<file path="src/sv/maft_pkg.sv">
`timescale 1ns / 1ps
`default_nettype none
// ============================================================================
// maft_pkg
// Shared types, codes and helpers for the masked address filter table.
// ============================================================================
package maft_pkg;

    localparam int DEFAULT_TABLE_DEPTH = 1024;
    localparam int USED_W              = 11;
    localparam int ADDR_W              = 32;
    localparam int APB_ADDR_W          = 3;
    localparam int APB_DATA_W          = 32;

    localparam logic [ADDR_W-1:0] FREE_MARK = 32'hffff_ffff;
    localparam logic [7:0]        OCTET_ALL = 8'd255;

    // register index decode: bit 2 of the byte address
    localparam logic REG_BAN_MODE = 1'b0;

    typedef logic [1:0] kind_t;
    localparam kind_t KIND_CHECK  = 2'd0;
    localparam kind_t KIND_ADD    = 2'd1;
    localparam kind_t KIND_REMOVE = 2'd2;

    typedef logic [1:0] status_t;
    localparam status_t STATUS_DONE    = 2'd0;
    localparam status_t STATUS_FULL    = 2'd1;
    localparam status_t STATUS_MISSING = 2'd2;

    typedef enum logic [1:0] {
        WR_AT_IDX   = 2'd0,
        WR_AT_COUNT = 2'd1,
        WR_AT_PREV  = 2'd2
    } wr_mode_t;

    typedef struct packed {
        logic     accept;
        logic     idx_inc;
        logic     wr_en;
        wr_mode_t wr_mode;
        logic     cnt_inc;
        logic     cnt_dec;
        logic     res_load;
        logic     res_check;
        logic     res_hit;
        status_t  res_status;
        logic     out_load;
    } cmd_t;

    typedef struct packed {
        logic at_end;
        logic full;
        logic hit_check;
        logic hit_free;
        logic hit_exact;
    } stat_t;

    // nonzero octet -> 255 in the mask, zero octet -> wildcard
    function automatic logic [ADDR_W-1:0] octet_mask(input logic [ADDR_W-1:0] addr);
        logic [ADDR_W-1:0] m;
        m = '0;
        for (int k = 0; k < 4; k++) begin
            if (addr[8*k +: 8] != 8'd0) begin
                m[8*k +: 8] = OCTET_ALL;
            end
        end
        return m;
    endfunction

endpackage
`default_nettype wire

</file>
<file path="src/sv/maft_ctrl.sv">
`timescale 1ns / 1ps
`default_nettype none
// ============================================================================
// maft_ctrl
// Sequencer for scan, append, reuse, remove-and-shift and result delivery.
// ============================================================================
module maft_ctrl (
    input  wire logic           aclk,
    input  wire logic           aresetn,
    input  wire logic           s_valid,
    output logic                s_ready,
    input  wire maft_pkg::kind_t s_kind,
    output logic                m_valid,
    input  wire logic           m_ready,
    input  wire maft_pkg::stat_t stat,
    output maft_pkg::cmd_t      cmd
);
    import maft_pkg::*;

    typedef enum logic [5:0] {
        ST_IDLE   = 6'b000001,
        ST_CHECK  = 6'b000010,
        ST_ADD    = 6'b000100,
        ST_REMOVE = 6'b001000,
        ST_SHIFT  = 6'b010000,
        ST_RESP   = 6'b100000
    } state_t;

    state_t state_reg, state_next;
    logic   m_valid_reg, m_valid_next;

    always_comb begin
        state_next = state_reg;
        cmd        = '0;
        cmd.wr_mode    = WR_AT_IDX;
        cmd.res_status = STATUS_DONE;
        s_ready    = 1'b0;

        unique case (state_reg)
            ST_IDLE: begin
                s_ready = 1'b1;
                if (s_valid) begin
                    cmd.accept = 1'b1;
                    unique case (s_kind)
                        KIND_CHECK:  state_next = ST_CHECK;
                        KIND_ADD:    state_next = ST_ADD;
                        KIND_REMOVE: state_next = ST_REMOVE;
                        default: begin
                            cmd.res_load = 1'b1;
                            state_next   = ST_RESP;
                        end
                    endcase
                end
            end
            ST_CHECK: begin
                if (stat.at_end) begin
                    cmd.res_load  = 1'b1;
                    cmd.res_check = 1'b1;
                    state_next    = ST_RESP;
                end else if (stat.hit_check) begin
                    cmd.res_load  = 1'b1;
                    cmd.res_check = 1'b1;
                    cmd.res_hit   = 1'b1;
                    state_next    = ST_RESP;
                end else begin
                    cmd.idx_inc = 1'b1;
                end
            end
            ST_ADD: begin
                if (stat.at_end) begin
                    cmd.res_load = 1'b1;
                    state_next   = ST_RESP;
                    if (stat.full) begin
                        cmd.res_status = STATUS_FULL;
                    end else begin
                        cmd.wr_en   = 1'b1;
                        cmd.wr_mode = WR_AT_COUNT;
                        cmd.cnt_inc = 1'b1;
                    end
                end else if (stat.hit_free) begin
                    cmd.wr_en    = 1'b1;
                    cmd.wr_mode  = WR_AT_IDX;
                    cmd.res_load = 1'b1;
                    state_next   = ST_RESP;
                end else begin
                    cmd.idx_inc = 1'b1;
                end
            end
            ST_REMOVE: begin
                if (stat.at_end) begin
                    cmd.res_load   = 1'b1;
                    cmd.res_status = STATUS_MISSING;
                    state_next     = ST_RESP;
                end else begin
                    cmd.idx_inc = 1'b1;
                    if (stat.hit_exact) begin
                        state_next = ST_SHIFT;
                    end
                end
            end
            ST_SHIFT: begin
                if (stat.at_end) begin
                    cmd.cnt_dec  = 1'b1;
                    cmd.res_load = 1'b1;
                    state_next   = ST_RESP;
                end else begin
                    cmd.wr_en   = 1'b1;
                    cmd.wr_mode = WR_AT_PREV;
                    cmd.idx_inc = 1'b1;
                end
            end
            ST_RESP: begin
                if (!m_valid_reg || m_ready) begin
                    cmd.out_load = 1'b1;
                    state_next   = ST_IDLE;
                end
            end
            default: state_next = ST_IDLE;
        endcase
    end

    always_comb begin
        if (cmd.out_load) begin
            m_valid_next = 1'b1;
        end else if (m_ready) begin
            m_valid_next = 1'b0;
        end else begin
            m_valid_next = m_valid_reg;
        end
    end

    always_ff @(posedge aclk) begin
        if (!aresetn) begin
            state_reg   <= ST_IDLE;
            m_valid_reg <= 1'b0;
        end else begin
            state_reg   <= state_next;
            m_valid_reg <= m_valid_next;
        end
    end

    assign m_valid = m_valid_reg;

endmodule
`default_nettype wire

</file>
<file path="config.mk">
export PLATFORM = sky130hd
export DESIGN_NAME = maft_ctrl
export DESIGN_NICKNAME = d
export VERILOG_FILES = /design/src/sv/maft_pkg.sv /design/src/sv/maft_ctrl.sv
export SDC_FILE = /design/constraint.sdc
export NUM_CORES = 1
export LEC_CHECK = 0
export ABC_CLOCK_PERIOD_IN_PS = 2230
export BUFFER_PORTS_ARGS = -buffer_cell sky130_fd_sc_hd__buf_2
export CAP_MARGIN = 40
export CORE_UTILIZATION = 40
export DETAILED_ROUTE_END_ITERATION = 6
export PLACE_DENSITY_LB_ADDON = 0.1
export RECOVER_POWER = 100
export SYNTH_ARGS = -nofsm -noshare
export SYNTH_HDL_FRONTEND = slang
export SYNTH_SLANG_ARGS = --single-unit
</file>
<file path="constraint.sdc">
create_clock -name aclk -period 2.23 [get_ports aclk]
set_input_delay 0.3345 -clock aclk [delete_from_list [all_inputs] [get_ports aclk]]
set_output_delay 0.3345 -clock aclk [all_outputs]
set_load 0.02 [all_outputs]
</file>
**After elaboration in Yosys (flattened, before gate mapping)**

Index checks and enable logic that the tools add are counted.
W data, S select, Z words.

- Register bits after elaboration: 7
- Bits of input ports: 11
- Output and inout bits: 15
- Logic and storage cells: 69

- Equal/unequal tests: 14
- Mux-type cells: 47
- Reduce and logical (&&, ||, !) cells: 6

Operator list:

| cell | number |
|---|---|
| $mux W6 | 9 |
| $pmux W6 S6 | 1 |
| $mux W1 | 23 |
| $pmux W6 S3 | 1 |
| $mux W3 | 3 |
| $ne A3 B3 Y1 const B | 3 |
| $mux W2 | 4 |
| $mux W4 | 2 |
| $eq A6 B1 Y1 const B | 1 |
| $eq A6 B2 Y1 const B | 1 |
| $eq A6 B3 Y1 const B | 1 |
| $eq A6 B4 Y1 const B | 1 |
| $eq A6 B5 Y1 const B | 1 |
| $eq A6 B6 Y1 const B | 1 |
| $ne A2 B2 Y1 const B | 3 |
| $pmux W3 S2 | 1 |
| $reduce_and A6 Y1 | 1 |
| $pmux W1 S5 | 1 |
| $pmux W1 S4 | 1 |
| $pmux W2 S2 | 1 |
| $reduce_or A3 Y1 | 1 |
| $eq A2 B1 Y1 const B | 1 |
| $eq A2 B2 Y1 const B | 1 |
| $logic_not A2 Y1 | 1 |
| 3 further kinds | 3 |

**Depth between registers and ports, before layout**

Gate-level depths: netlist of the first run.

- Depth after elaboration: 5
- Depth in mapped cells: 7
- Depth with buffers taken out: 5

**Worst setup path after synthesis of the first run**

OpenSTA, ideal clock, no wires.

- Kind: register -> output
- Start: reg state_reg[1]
- End: out cmd[6] in the netlist's numbering
- Arrival: 1.640 ns
- Data required time: 1.896 ns
- Slack: 0.255 ns
- Stages on the path, launching flop included: 4
- Path buffers: 1
- Path through: dfxtp_1 or4_1 buf_6 nor4_1

RTL lines:

| element | RTL line | RTL |
|---|---|---|
| start, declared | maft_ctrl.sv:29 | `state_t state_reg, state_next;` |
| start signal, assigned | maft_ctrl.sv:137 | `state_reg <= state_next;` |
| end, declared | maft_ctrl.sv:16 | `output maft_pkg::cmd_t cmd` |

==> metrics.md, run 1 <==
| Metric | Value |
|---|---|
| Post-synth top area cell | `sky130_fd_sc_hd__dfxtp_1` |
| Area Growth Syn to Fin | `18.45%` |
| Number of sinks driven by the clock tree | `7` |
| Number of flip-flops under the largest register name | `6` |
| Net count after synthesis | `95` |
| Path type of the worst setup path | `flop to output port` |
| Crit share post-route | `97.30%` |
| Fraction of final layout cells sized beyond drive strength 1 | `29.63%` |
| Later-pin clock latency in the skew report | `0.26 ns` |
| Fraction of registers with async set or reset after synthesis | `0%` |
| Fin worst setup slack | `0.06016 ns` |
| Cell area power density | `811.0 nW/um2` |
| Max transition margin | `67.86%` |
| Pleak | `0.3367 nW` |
| EDFF count, synth | `0` |
| Total of fill cells in the finished design | `169` |
| Starting utilization of the core area | `42.77%` |
| Sequential fraction of the synthesis area | `21.75%` |
| Placed cell area | `735.7 um2` |
| Routed wirelength normalized by instance count | `13.57 um` |
| Count of final hold-check violations | `0` |
| Clock transition time at the flip-flop clock pins of the worst setup and hold paths | `0.06 ns` |
| Depth of the worst register-to-register path | `6` |
| Clock power frac | `19.6%` |
| Hold Crit Start | `s_kind[0]` |
| Synthesis-stage register bit count | `7` |
| CTS hold repair buffers | `0` |
| Logic depth of the worst path, buffers included | `5` |
| Global-route usage over all layers | `17.91%` |
| Overflow after GRT | `0` |
| Final design area excluding fillers | `763.2 um2` |
| Detailed-route vias per instance | `5.750` |
| Area of the die | `1775 um2` |
| Post-Syn Instances | `84` |
| Critical register-to-register path startpoint | `state_reg[5]` |
| Slew Viols, Final | `0` |
| Hold WS | `0.2890 ns` |
| Switching part of the total | `44.18%` |
| First-pass iteration count of the detailed router | `4` |
| Worst clock skew on the final layout | `0.003649 ns` |
| Width of the chip | `42.14 um` |
| Total power after layout | `619.0 uW` |
| Post-synthesis instance area | `644.4 um2` |
| Buffers added on ports | `25` |
| Setup-violating endpoint count in the final report | `0` |
| Antenna Nets Post-Route | `0` |
| Combinational cell fraction of total power | `49.5%` |
| Drc violations | `0` |
| Crit path launch type | `flop` |
| Post-detailed-placement half-perimeter wirelength | `1217 um` |
| Mean post-synth cell area | `7.671 um2` |
| Area of combinational cells with multiple inputs | `429.2 um2` |
| Largest stage delay on the critical path | `0.62 ns` |
| Worst flop-to-flop path endpoint | `state_reg[4]` |
| Data required time of the critical path | `1.90 ns` |
| Synth unique cells | `43` |
| Antenna violations before repair | `0` |
| Placed Cells | `119` |
| Slew at the pin with the worst max-slew slack | `0.4754 ns` |
| Post-route setup TNS | `0 ns` |
| Max H-tree Level | `1` |
| Crit. End Element | `output port` |
| Final critical delay including setup and external delays | `2.170 ns` |
| Syn. warnings | `0` |
| Internal power component | `345.5 uW` |
| Initial detailed-routing violation count | `16` |
| Worst-path cell with the longest stage delay | `sky130_fd_sc_hd__or4_4` |
| Std-Cell Core Area | `1506 um2` |
| Worst Path Buf+Inv | `1` |
| Tightest Hold Check Type | `input pin to flop` |
| Top Family by Delay on Critical Path | `simple AND/OR/NAND/NOR gates` |
| Most area-consuming cells after synthesis | `sky130_fd_sc_hd__dfxtp_1, sky130_fd_sc_hd__nor2_1, sky130_fd_sc_hd__buf_6` |
| Weighted congestion at the end of routability-driven global placement | `0.8249` |
| Maximum count of clock buffers along a single path | `2` |
| FF/Latch Area | `145.1 um2` |
| Final WL | `1683 um` |
| Via Count | `713` |
| Maximum resistive drop on vdd | `0.4896 mV` |
| Reported max-cap violation count | `0` |
| Register-to-register path setup slack | `0.35 ns` |
| Core occupancy in the finished layout | `50.66%` |
| Final #Nets | `120` |
| Cell at the root of the clock tree | `sky130_fd_sc_hd__clkbuf_4` |
| First-pass GRT wire length | `2428 um` |
| CP max FO | `6` |
| Switching Power | `273.5 uW` |
| Vertical extent of the die | `42.14 um` |
| CTS buffer count | `3` |
| CP arrival | `1.84 ns` |
| Number of I/O pins | `26` |
| RSZ-0062 raised after global routing | `no` |
| Area share of the leading cell type in the synthesized netlist | `21.75%` |
| Outcome | `finished clean` |
| Worst slack, placed | `0.2046 ns` |
| Commonest register cell after synthesis | `sky130_fd_sc_hd__dfxtp_1` |
| CTS tree | `built` |
| Post-route non-filler standard cell count | `124` |
| Cell depth of the worst min-delay path | `2` |
| Vias in the first global route | `559` |
| Fmax | `460.9 MHz` |
| Reg power frac | `30.9%` |
| Cell row count | `14` |
| Antenna diode count | `0` |
| Ordered cell list for the critical path | `or4_4 -> nor2_8 -> and2_4 -> a221o_1 -> buf_2` |
| Pin count of the biggest net entering global routing | `13` |
| Hold worst-path end | `state_reg[3]` |
Yosys cell counts (2+ instances only):
| library cell | number |
|---|---|
| sky130_fd_sc_hd__nor3_1 | 4 |
| sky130_fd_sc_hd__buf_4 | 2 |
| sky130_fd_sc_hd__o21ai_0 | 4 |
| sky130_fd_sc_hd__and3_1 | 2 |
| sky130_fd_sc_hd__nor2_1 | 11 |
| sky130_fd_sc_hd__nor4_1 | 2 |
| sky130_fd_sc_hd__inv_1 | 6 |
| sky130_fd_sc_hd__or3b_2 | 2 |
| sky130_fd_sc_hd__buf_6 | 3 |
| sky130_fd_sc_hd__dfxtp_1 | 7 |
| sky130_fd_sc_hd__nand2_1 | 5 |
| sky130_fd_sc_hd__a21oi_1 | 5 |
layer usage:
layer | routed length [um] | global-route usage [%] | vias to the layer above
li1 | - | - | 356
met1 | 801 | 24.00 | 319
met2 | 728 | 27.19 | 33
met3 | 116 | 1.293 | 5
met4 | 36 | 12.50 | 0
met5 | 0 | 0 | -
worst register-to-register path: cells and delay by family, from the launching register on:
kind | cells | cell delay (ns)
buf+inv | 1 | 0.17
simple gates | 2 | 0.73
flops | 1 | 0.35
compound gates | 3 | 0.53
worst max-delay path by stage:
stage                             from  slack (ns)      to
after floorplan           state_reg[1]        0.26  cmd[6]
final                     state_reg[5]        0.06  cmd[5]
after global routing      state_reg[5]       0.004  cmd[5]
after detailed placement  state_reg[1]        0.20  cmd[5]
after CTS                 state_reg[0]        0.03  cmd[5]
after global placement    state_reg[1]        0.22  cmd[5]
power by group through the flow:
stage / combinational, mW / sequential [mW] / clock (mW)
final: 0.307 / 0.191 / 0.121
after global routing: 0.325 / 0.194 / 0.131
after CTS: 0.304 / 0.186 / 0.125
after detailed placement: 0.294 / 0.187 / 0
after global placement: 0.293 / 0.186 / 0
after floorplan: 0.278 / 0.159 / 0
area by class of cell:
class / instances / area share [%]
clock buffers: 4 / 3.443
well taps: 16 / 2.623
multi-input cells: 65 / 56.23
flip-flops and latches: 7 / 19.02
inverters: 6 / 2.951
repair buffers: 26 / 15.74
timing repair:
item / in CTS / in global routing
resized for setup: 2 / 4
setup endpoints to repair: 2 / 1
setup buffers: 0 / 1
pin swaps: 0 / 1
cell families after synthesis:
logic type / after synthesis / synth area share [%]
xor+xnor: 2 / 2.719
simple gates: 40 / 37.48
compound gates: 23 / 26.21
buf+inv: 12 / 11.84
flops: 7 / 21.75
placed cells by master, fill, tap and decap left out, types with 2 or more instances in the layout:
cell type / Yosys / routed
sky130_fd_sc_hd__buf_2: 1 / 13
sky130_fd_sc_hd__nand2_1: 5 / 5
sky130_fd_sc_hd__dfxtp_1: 7 / 3
sky130_fd_sc_hd__nor2_1: 11 / 12
sky130_fd_sc_hd__nor4_1: 2 / 2
sky130_fd_sc_hd__a21oi_1: 5 / 6
sky130_fd_sc_hd__clkbuf_4: 0 / 4
sky130_fd_sc_hd__o21ai_0: 4 / 5
sky130_fd_sc_hd__and3_1: 2 / 2
sky130_fd_sc_hd__or3b_2: 2 / 2
sky130_fd_sc_hd__nor3_1: 4 / 4
sky130_fd_sc_hd__dfxtp_2: 0 / 4
sky130_fd_sc_hd__clkbuf_2: 0 / 2
sky130_fd_sc_hd__inv_1: 6 / 6
sky130_fd_sc_hd__clkbuf_1: 0 / 11
(Power assumes the default switching activity.)
==> run 2: changes to the inputs <==
--- a/config.mk
+++ b/config.mk
@@ -6,7 +6,7 @@
 export NUM_CORES = 1
 export LEC_CHECK = 0
 export ABC_CLOCK_PERIOD_IN_PS = 2230
-export BUFFER_PORTS_ARGS = -buffer_cell sky130_fd_sc_hd__buf_2
+export BUFFER_PORTS_ARGS = -buffer_cell sky130_fd_sc_hd__buf_4
 export CAP_MARGIN = 40
 export CORE_UTILIZATION = 40
 export DETAILED_ROUTE_END_ITERATION = 6
==> metrics.md, run 2 (synthesis gave the netlist of run 1 again) <==
| Metric | Value |
|---|---|
| Outcome | `finished clean` |
| Width of the chip | `42.14 um` |
| Pin count of the biggest net entering global routing | `13` |
| Number of I/O pins | `26` |
| Placed cell area | `798.3 um2` |
| Starting utilization of the core area | `42.77%` |
| Cell at the root of the clock tree | `sky130_fd_sc_hd__clkbuf_4` |
| Slew at the pin with the worst max-slew slack | `0.4712 ns` |
| Global-route usage over all layers | `20.48%` |
| Clock power frac | `18.2%` |
| Worst-path cell with the longest stage delay | `sky130_fd_sc_hd__or4_4` |
| Worst clock skew on the final layout | `0.002226 ns` |
| Maximum count of clock buffers along a single path | `2` |
| Overflow after GRT | `0` |
| Hold Crit Start | `s_kind[0]` |
| Total length of routed met2 wires | `805 um` |
| Combinational cell fraction of total power | `51.4%` |
| Clock transition time at the flip-flop clock pins of the worst setup and hold paths | `0.05 ns` |
| Critical register-to-register path startpoint | `state_reg[1]` |
| Register-to-register path setup slack | `0.51 ns` |
| Final design area excluding fillers | `797.0 um2` |
| First-pass iteration count of the detailed router | `4` |
| Later-pin clock latency in the skew report | `0.25 ns` |
| Vertical extent of the die | `42.14 um` |
| Buffers added on ports | `25` |
| Cell row count | `14` |
| Switching Power | `265.7 uW` |
| Data required time of the critical path | `1.90 ns` |
| Post-detailed-placement half-perimeter wirelength | `1285 um` |
| Antenna violations before repair | `0` |
| Fmax | `463.4 MHz` |
| Weighted congestion at the end of routability-driven global placement | `0.8675` |
| Fin worst setup slack | `0.07186 ns` |
| Final critical delay including setup and external delays | `2.158 ns` |
| Fraction of final layout cells sized beyond drive strength 1 | `31.78%` |
| CTS hold repair buffers | `0` |
| Worst Path Buf+Inv | `1` |
| CP arrival | `1.82 ns` |
| Reg power frac | `30.5%` |
| Setup Buffers After CTS | `0` |
| Leading cell type in the layout, fill and taps excluded | `sky130_fd_sc_hd__buf_4` |
| Top layer reached by signal wires | `met4` |
| RSZ-0062 raised after global routing | `no` |
| Crit path launch type | `flop` |
| Count of final hold-check violations | `0` |
| Max transition margin | `68.14%` |
| Met1 Routed Length | `747 um` |
| Placed Cells | `119` |
| Detailed-route vias per instance | `5.732` |
| Routed wirelength normalized by instance count | `13.50 um` |
| Cell depth of the worst min-delay path | `2` |
| Final #Nets | `119` |
| Worst slack, placed | `0.2185 ns` |
| Cell area power density | `786.6 nW/um2` |
| Path type of the worst setup path | `flop to output port` |
| Slew Viols, Final | `0` |
| Hold worst-path end | `state_reg[3]` |
| CP max FO | `8` |
| Post-route non-filler standard cell count | `123` |
| Total of fill cells in the finished design | `163` |
| CTS tree | `built` |
| Top Family by Delay on Critical Path | `simple AND/OR/NAND/NOR gates` |
| Internal power component | `361.2 uW` |
| Crit. End Element | `output port` |
| Pleak | `0.3445 nW` |
| Critical path launch point | `state_reg[1]` |
| Drc violations | `0` |
| Vias in the first global route | `607` |
| Leading cell types in the layout, fill and taps excluded | `sky130_fd_sc_hd__buf_4, sky130_fd_sc_hd__nor2_1, sky130_fd_sc_hd__clkbuf_1` |
| Via Count | `705` |
| Maximum resistive drop on vdd | `0.4768 mV` |
| Initial detailed-routing violation count | `21` |
| Length of routed met3 wiring | `91 um` |
| Number of flip-flops under the largest register name | `6` |
| Area of the die | `1775 um2` |
| Post-route setup TNS | `0 ns` |
| CTS buffer count | `3` |
| Max H-tree Level | `1` |
| Number of sinks driven by the clock tree | `7` |
| Setup-violating endpoint count in the final report | `0` |
| Antenna Nets Post-Route | `0` |
| Worst flop-to-flop path endpoint | `state_reg[4]` |
| Depth of the worst register-to-register path | `5` |
| Tightest Hold Check Type | `input pin to flop` |
| Antenna diode count | `0` |
| Std-Cell Core Area | `1506 um2` |
| Area Growth Syn to Fin | `23.69%` |
| Crit share post-route | `96.78%` |
| Ordered cell list for the critical path | `or4_4 -> nor2_8 -> and2_4 -> a221o_1 -> buf_4` |
| Largest stage delay on the critical path | `0.61 ns` |
| Reported max-cap violation count | `0` |
| Switching part of the total | `42.38%` |
| Final WL | `1661 um` |
| First-pass GRT wire length | `2739 um` |
run 2: cell types whose count changed in the layout (fill, tap and decap cells not counted), sizes merged:
| cell | change |
|---|---|
| buf | +2 |
| clkbuf | -3 |
run 2: routing by layer:
layer  global-route usage, %  up-vias
met5                       0        -
met1                   26.60      319
li1                        -      355
met2                   32.81       29
met3                   1.293        2
met4                   13.13        0
run 2: worst reg2reg max path, stage by stage, from the launching register on:
cell and delay [ns]:
sky130_fd_sc_hd__dfxtp_1 0.37, sky130_fd_sc_hd__nor4b_1 0.50, sky130_fd_sc_hd__and3_2 0.30, sky130_fd_sc_hd__nor2_1 0.08
sky130_fd_sc_hd__o211a_1 0.13, sky130_fd_sc_hd__o221a_1 0.21
run 2: worst max-delay path by stage:
stage                     endpoint  cells past startpoint
after floorplan             cmd[6]                      3
after global placement      cmd[5]                      5
after detailed placement    cmd[5]                      5
after CTS                   cmd[5]                      5
after global routing       cmd[10]                      5
final                       cmd[5]                      5
run 2: layout make-up:
cell class	instances	area, um2	area share, %
sequential	7	145.1	18.21
multi-input combinational	65	434.2	54.47
timing repair buffer	25	148.9	18.68
inverter	6	22.52	2.826
clock buffer	4	26.28	3.297
tap	16	20.02	2.512
run 2: per-stage QoR:
stage               hold WS (ns)  util (%)  total power [mW]
global route              0.2714     52.91            0.6723
finish                    0.2872     52.91            0.6269
global placement          0.5509     52.99            0.5013
detailed placement        0.5553     52.99            0.5042
floorplan                 0.4258         -            0.4375
CTS                       0.2857     54.98            0.6303
run 2: power groups by stage:
stage | Sequential [mW] | Clock [mW] | Combinational (mW)
global placement | 0.186 | 0 | 0.316
floorplan | 0.159 | 0 | 0.278
global route | 0.198 | 0.129 | 0.346
CTS | 0.185 | 0.120 | 0.325
finish | 0.191 | 0.114 | 0.322
detailed placement | 0.187 | 0 | 0.317
run 2: timing repair:
action                                  CTS  global route
endpoints found under the setup margin    2             1
gates resized for setup                   1             5
pin swaps                                 0             0
endpoints found under the hold margin     0             0
==> run 3: changes to the inputs <==
--- a/config.mk
+++ b/config.mk
@@ -8,7 +8,8 @@
 export ABC_CLOCK_PERIOD_IN_PS = 2230
 export BUFFER_PORTS_ARGS = -buffer_cell sky130_fd_sc_hd__buf_4
 export CAP_MARGIN = 40
-export CORE_UTILIZATION = 40
+export CORE_UTILIZATION = 46
+export CTS_CLUSTER_DIAMETER = 200
 export DETAILED_ROUTE_END_ITERATION = 6
 export PLACE_DENSITY_LB_ADDON = 0.1
 export RECOVER_POWER = 100
==> metrics.md, run 3 (synthesis gave the netlist of run 1 again) <==
| Metric | Value |
|---|---|
| Post-route non-filler standard cell count | `123` |
| Setup Buffers After CTS | `0` |
| First-pass iteration count of the detailed router | `5` |
| Placed cell area | `804.5 um2` |
| Max transition margin | `67.92%` |
| Combinational cell fraction of total power | `52.7%` |
| Antenna violations before repair | `0` |
| Hold WS | `0.2703 ns` |
| Top Family by Delay on Critical Path | `simple AND/OR/NAND/NOR gates` |
| Leading cell type in the layout, fill and taps excluded | `sky130_fd_sc_hd__buf_4` |
| Cell depth of the worst min-delay path | `2` |
| Fraction of final layout cells sized beyond drive strength 1 | `29.63%` |
| Number of I/O pins | `26` |
| Std-Cell Core Area | `1301 um2` |
| Data required time of the critical path | `1.90 ns` |
| Vias in the first global route | `615` |
| Slew Viols, Final | `0` |
| Final #Nets | `120` |
| Setup-violating endpoint count in the final report | `0` |
| Post-route setup TNS | `0 ns` |
| Clock power frac | `19.7%` |
| Depth of the worst register-to-register path | `6` |
| Drc violations | `0` |
| Internal power component | `362.4 uW` |
| Path type of the worst setup path | `flop to output port` |
| Largest stage delay on the critical path | `0.61 ns` |
| Maximum resistive drop on vdd | `0.3905 mV` |
| Cell row count | `13` |
| Logic depth of the worst path, buffers included | `5` |
| Switching Power | `274.4 uW` |
| Count of final hold-check violations | `0` |
| Final design area excluding fillers | `798.3 um2` |
| Global-route usage over all layers | `23.06%` |
| Ordered cell list for the critical path | `or4_4 -> nor2_8 -> and2_4 -> a221o_1 -> buf_4` |
| Switching part of the total | `43.09%` |
| Crit share post-route | `97.19%` |
| Buffers added on ports | `25` |
| CP arrival | `1.83 ns` |
| Area of the die | `1554 um2` |
| Number of sinks driven by the clock tree | `7` |
| Cell area power density | `797.7 nW/um2` |
| Crit path launch type | `flop` |
| Weighted congestion at the end of routability-driven global placement | `0.8308` |
| Worst clock skew on the final layout | `0.002837 ns` |
| Outcome | `finished clean` |
| Initial detailed-routing violation count | `15` |
| Placed Cells | `119` |
| Via Count | `703` |
| Area Growth Syn to Fin | `23.88%` |
| Antenna Nets Post-Route | `0` |
| Width of the chip | `39.43 um` |
| CTS tree | `built` |
| Starting utilization of the core area | `49.52%` |
| CP max FO | `8` |
| CTS hold repair buffers | `0` |
| Pin count of the biggest net entering global routing | `13` |
| Clock transition time at the flip-flop clock pins of the worst setup and hold paths | `0.06 ns` |
| Antenna diode count | `0` |
| Pleak | `0.3436 nW` |
| Post-detailed-placement half-perimeter wirelength | `1258 um` |
| Reg power frac | `27.6%` |
| Leading cell types in the layout, fill and taps excluded | `sky130_fd_sc_hd__buf_4, sky130_fd_sc_hd__clkbuf_1, sky130_fd_sc_hd__nor2_1` |
| Maximum count of clock buffers along a single path | `2` |
| Reported max-cap violation count | `0` |
| Tightest Hold Check Type | `input pin to flop` |
| Routed wirelength normalized by instance count | `12.97 um` |
| Fmax | `461.4 MHz` |
| Max H-tree Level | `1` |
| Cell at the root of the clock tree | `sky130_fd_sc_hd__clkbuf_4` |
| Worst-path cell with the longest stage delay | `sky130_fd_sc_hd__or4_4` |
| Vertical extent of the die | `39.43 um` |
| Detailed-route vias per instance | `5.715` |
| Later-pin clock latency in the skew report | `0.26 ns` |
| Final critical delay including setup and external delays | `2.167 ns` |
| Overflow after GRT | `0` |
| Worst Path Buf+Inv | `1` |
| Number of flip-flops under the largest register name | `6` |
| First-pass GRT wire length | `2449 um` |
| Crit. End Element | `output port` |
| CTS buffer count | `3` |
| Final WL | `1595 um` |
| Slew at the pin with the worst max-slew slack | `0.4745 ns` |
| RSZ-0062 raised after global routing | `no` |
run 3: changes by cell type in the layout (fill, tap and decap cells not counted), sizes merged:
| cell | before | now |
|---|---|---|
| buf | 15 | 14 |
| clkbuf | 14 | 16 |
run 3: final timing paths:
kind,slack (ns),from,endpoint
min reg2reg,0.59,state_reg[0],state_reg[0]
max reg2reg,0.40,state_reg[0],state_reg[3]
min,0.27,s_kind[0],state_reg[3]
max,0.06,state_reg[1],cmd[5]
run 3: power by group through the flow:
stage                     Clock (mW)  Combinational [mW]  Sequential, mW
after floorplan                    0               0.278           0.159
after global placement             0               0.334           0.174
after detailed placement           0               0.336           0.175
after CTS                      0.123               0.343           0.174
after global routing           0.129               0.363           0.180
final                          0.125               0.336           0.176
run 3: layer usage:
layer | up-vias | global-route usage (%) | routed length [um]
li1 | 357 | - | -
met1 | 317 | 27.55 | 724
met2 | 27 | 38.93 | 779
met3 | 2 | 3.409 | 76
met4 | 0 | 12.07 | 14
met5 | - | 0 | 0
run 3: what timing repair did:
item,4_1_cts,5_1_grt
endpoints found under the setup margin,1,1
pin swaps,0,0
hold endpoints to repair,0,0
gates resized for setup,3,2
run 3: area by class of cell:
type / count / area (um2)
fillers: 133 / 503.0
well taps: 15 / 18.77
multi-input cells: 65 / 435.4
flip-flops and latches: 7 / 143.9
clock buffers: 4 / 26.28
repair buffers: 26 / 151.4
inverters: 6 / 22.52
run 3: stage by stage:
step	power, mW	util (%)	setup WS, ns
2_1_floorplan	0.4375	-	0.2550
3_3_place_gp	0.5083	61.83	0.2594
3_5_place_dp	0.5116	61.83	0.2355
4_1_cts	0.6408	64.33	0.05627
5_1_grt	0.6718	61.35	0.01475
6_report	0.6368	61.35	0.06273
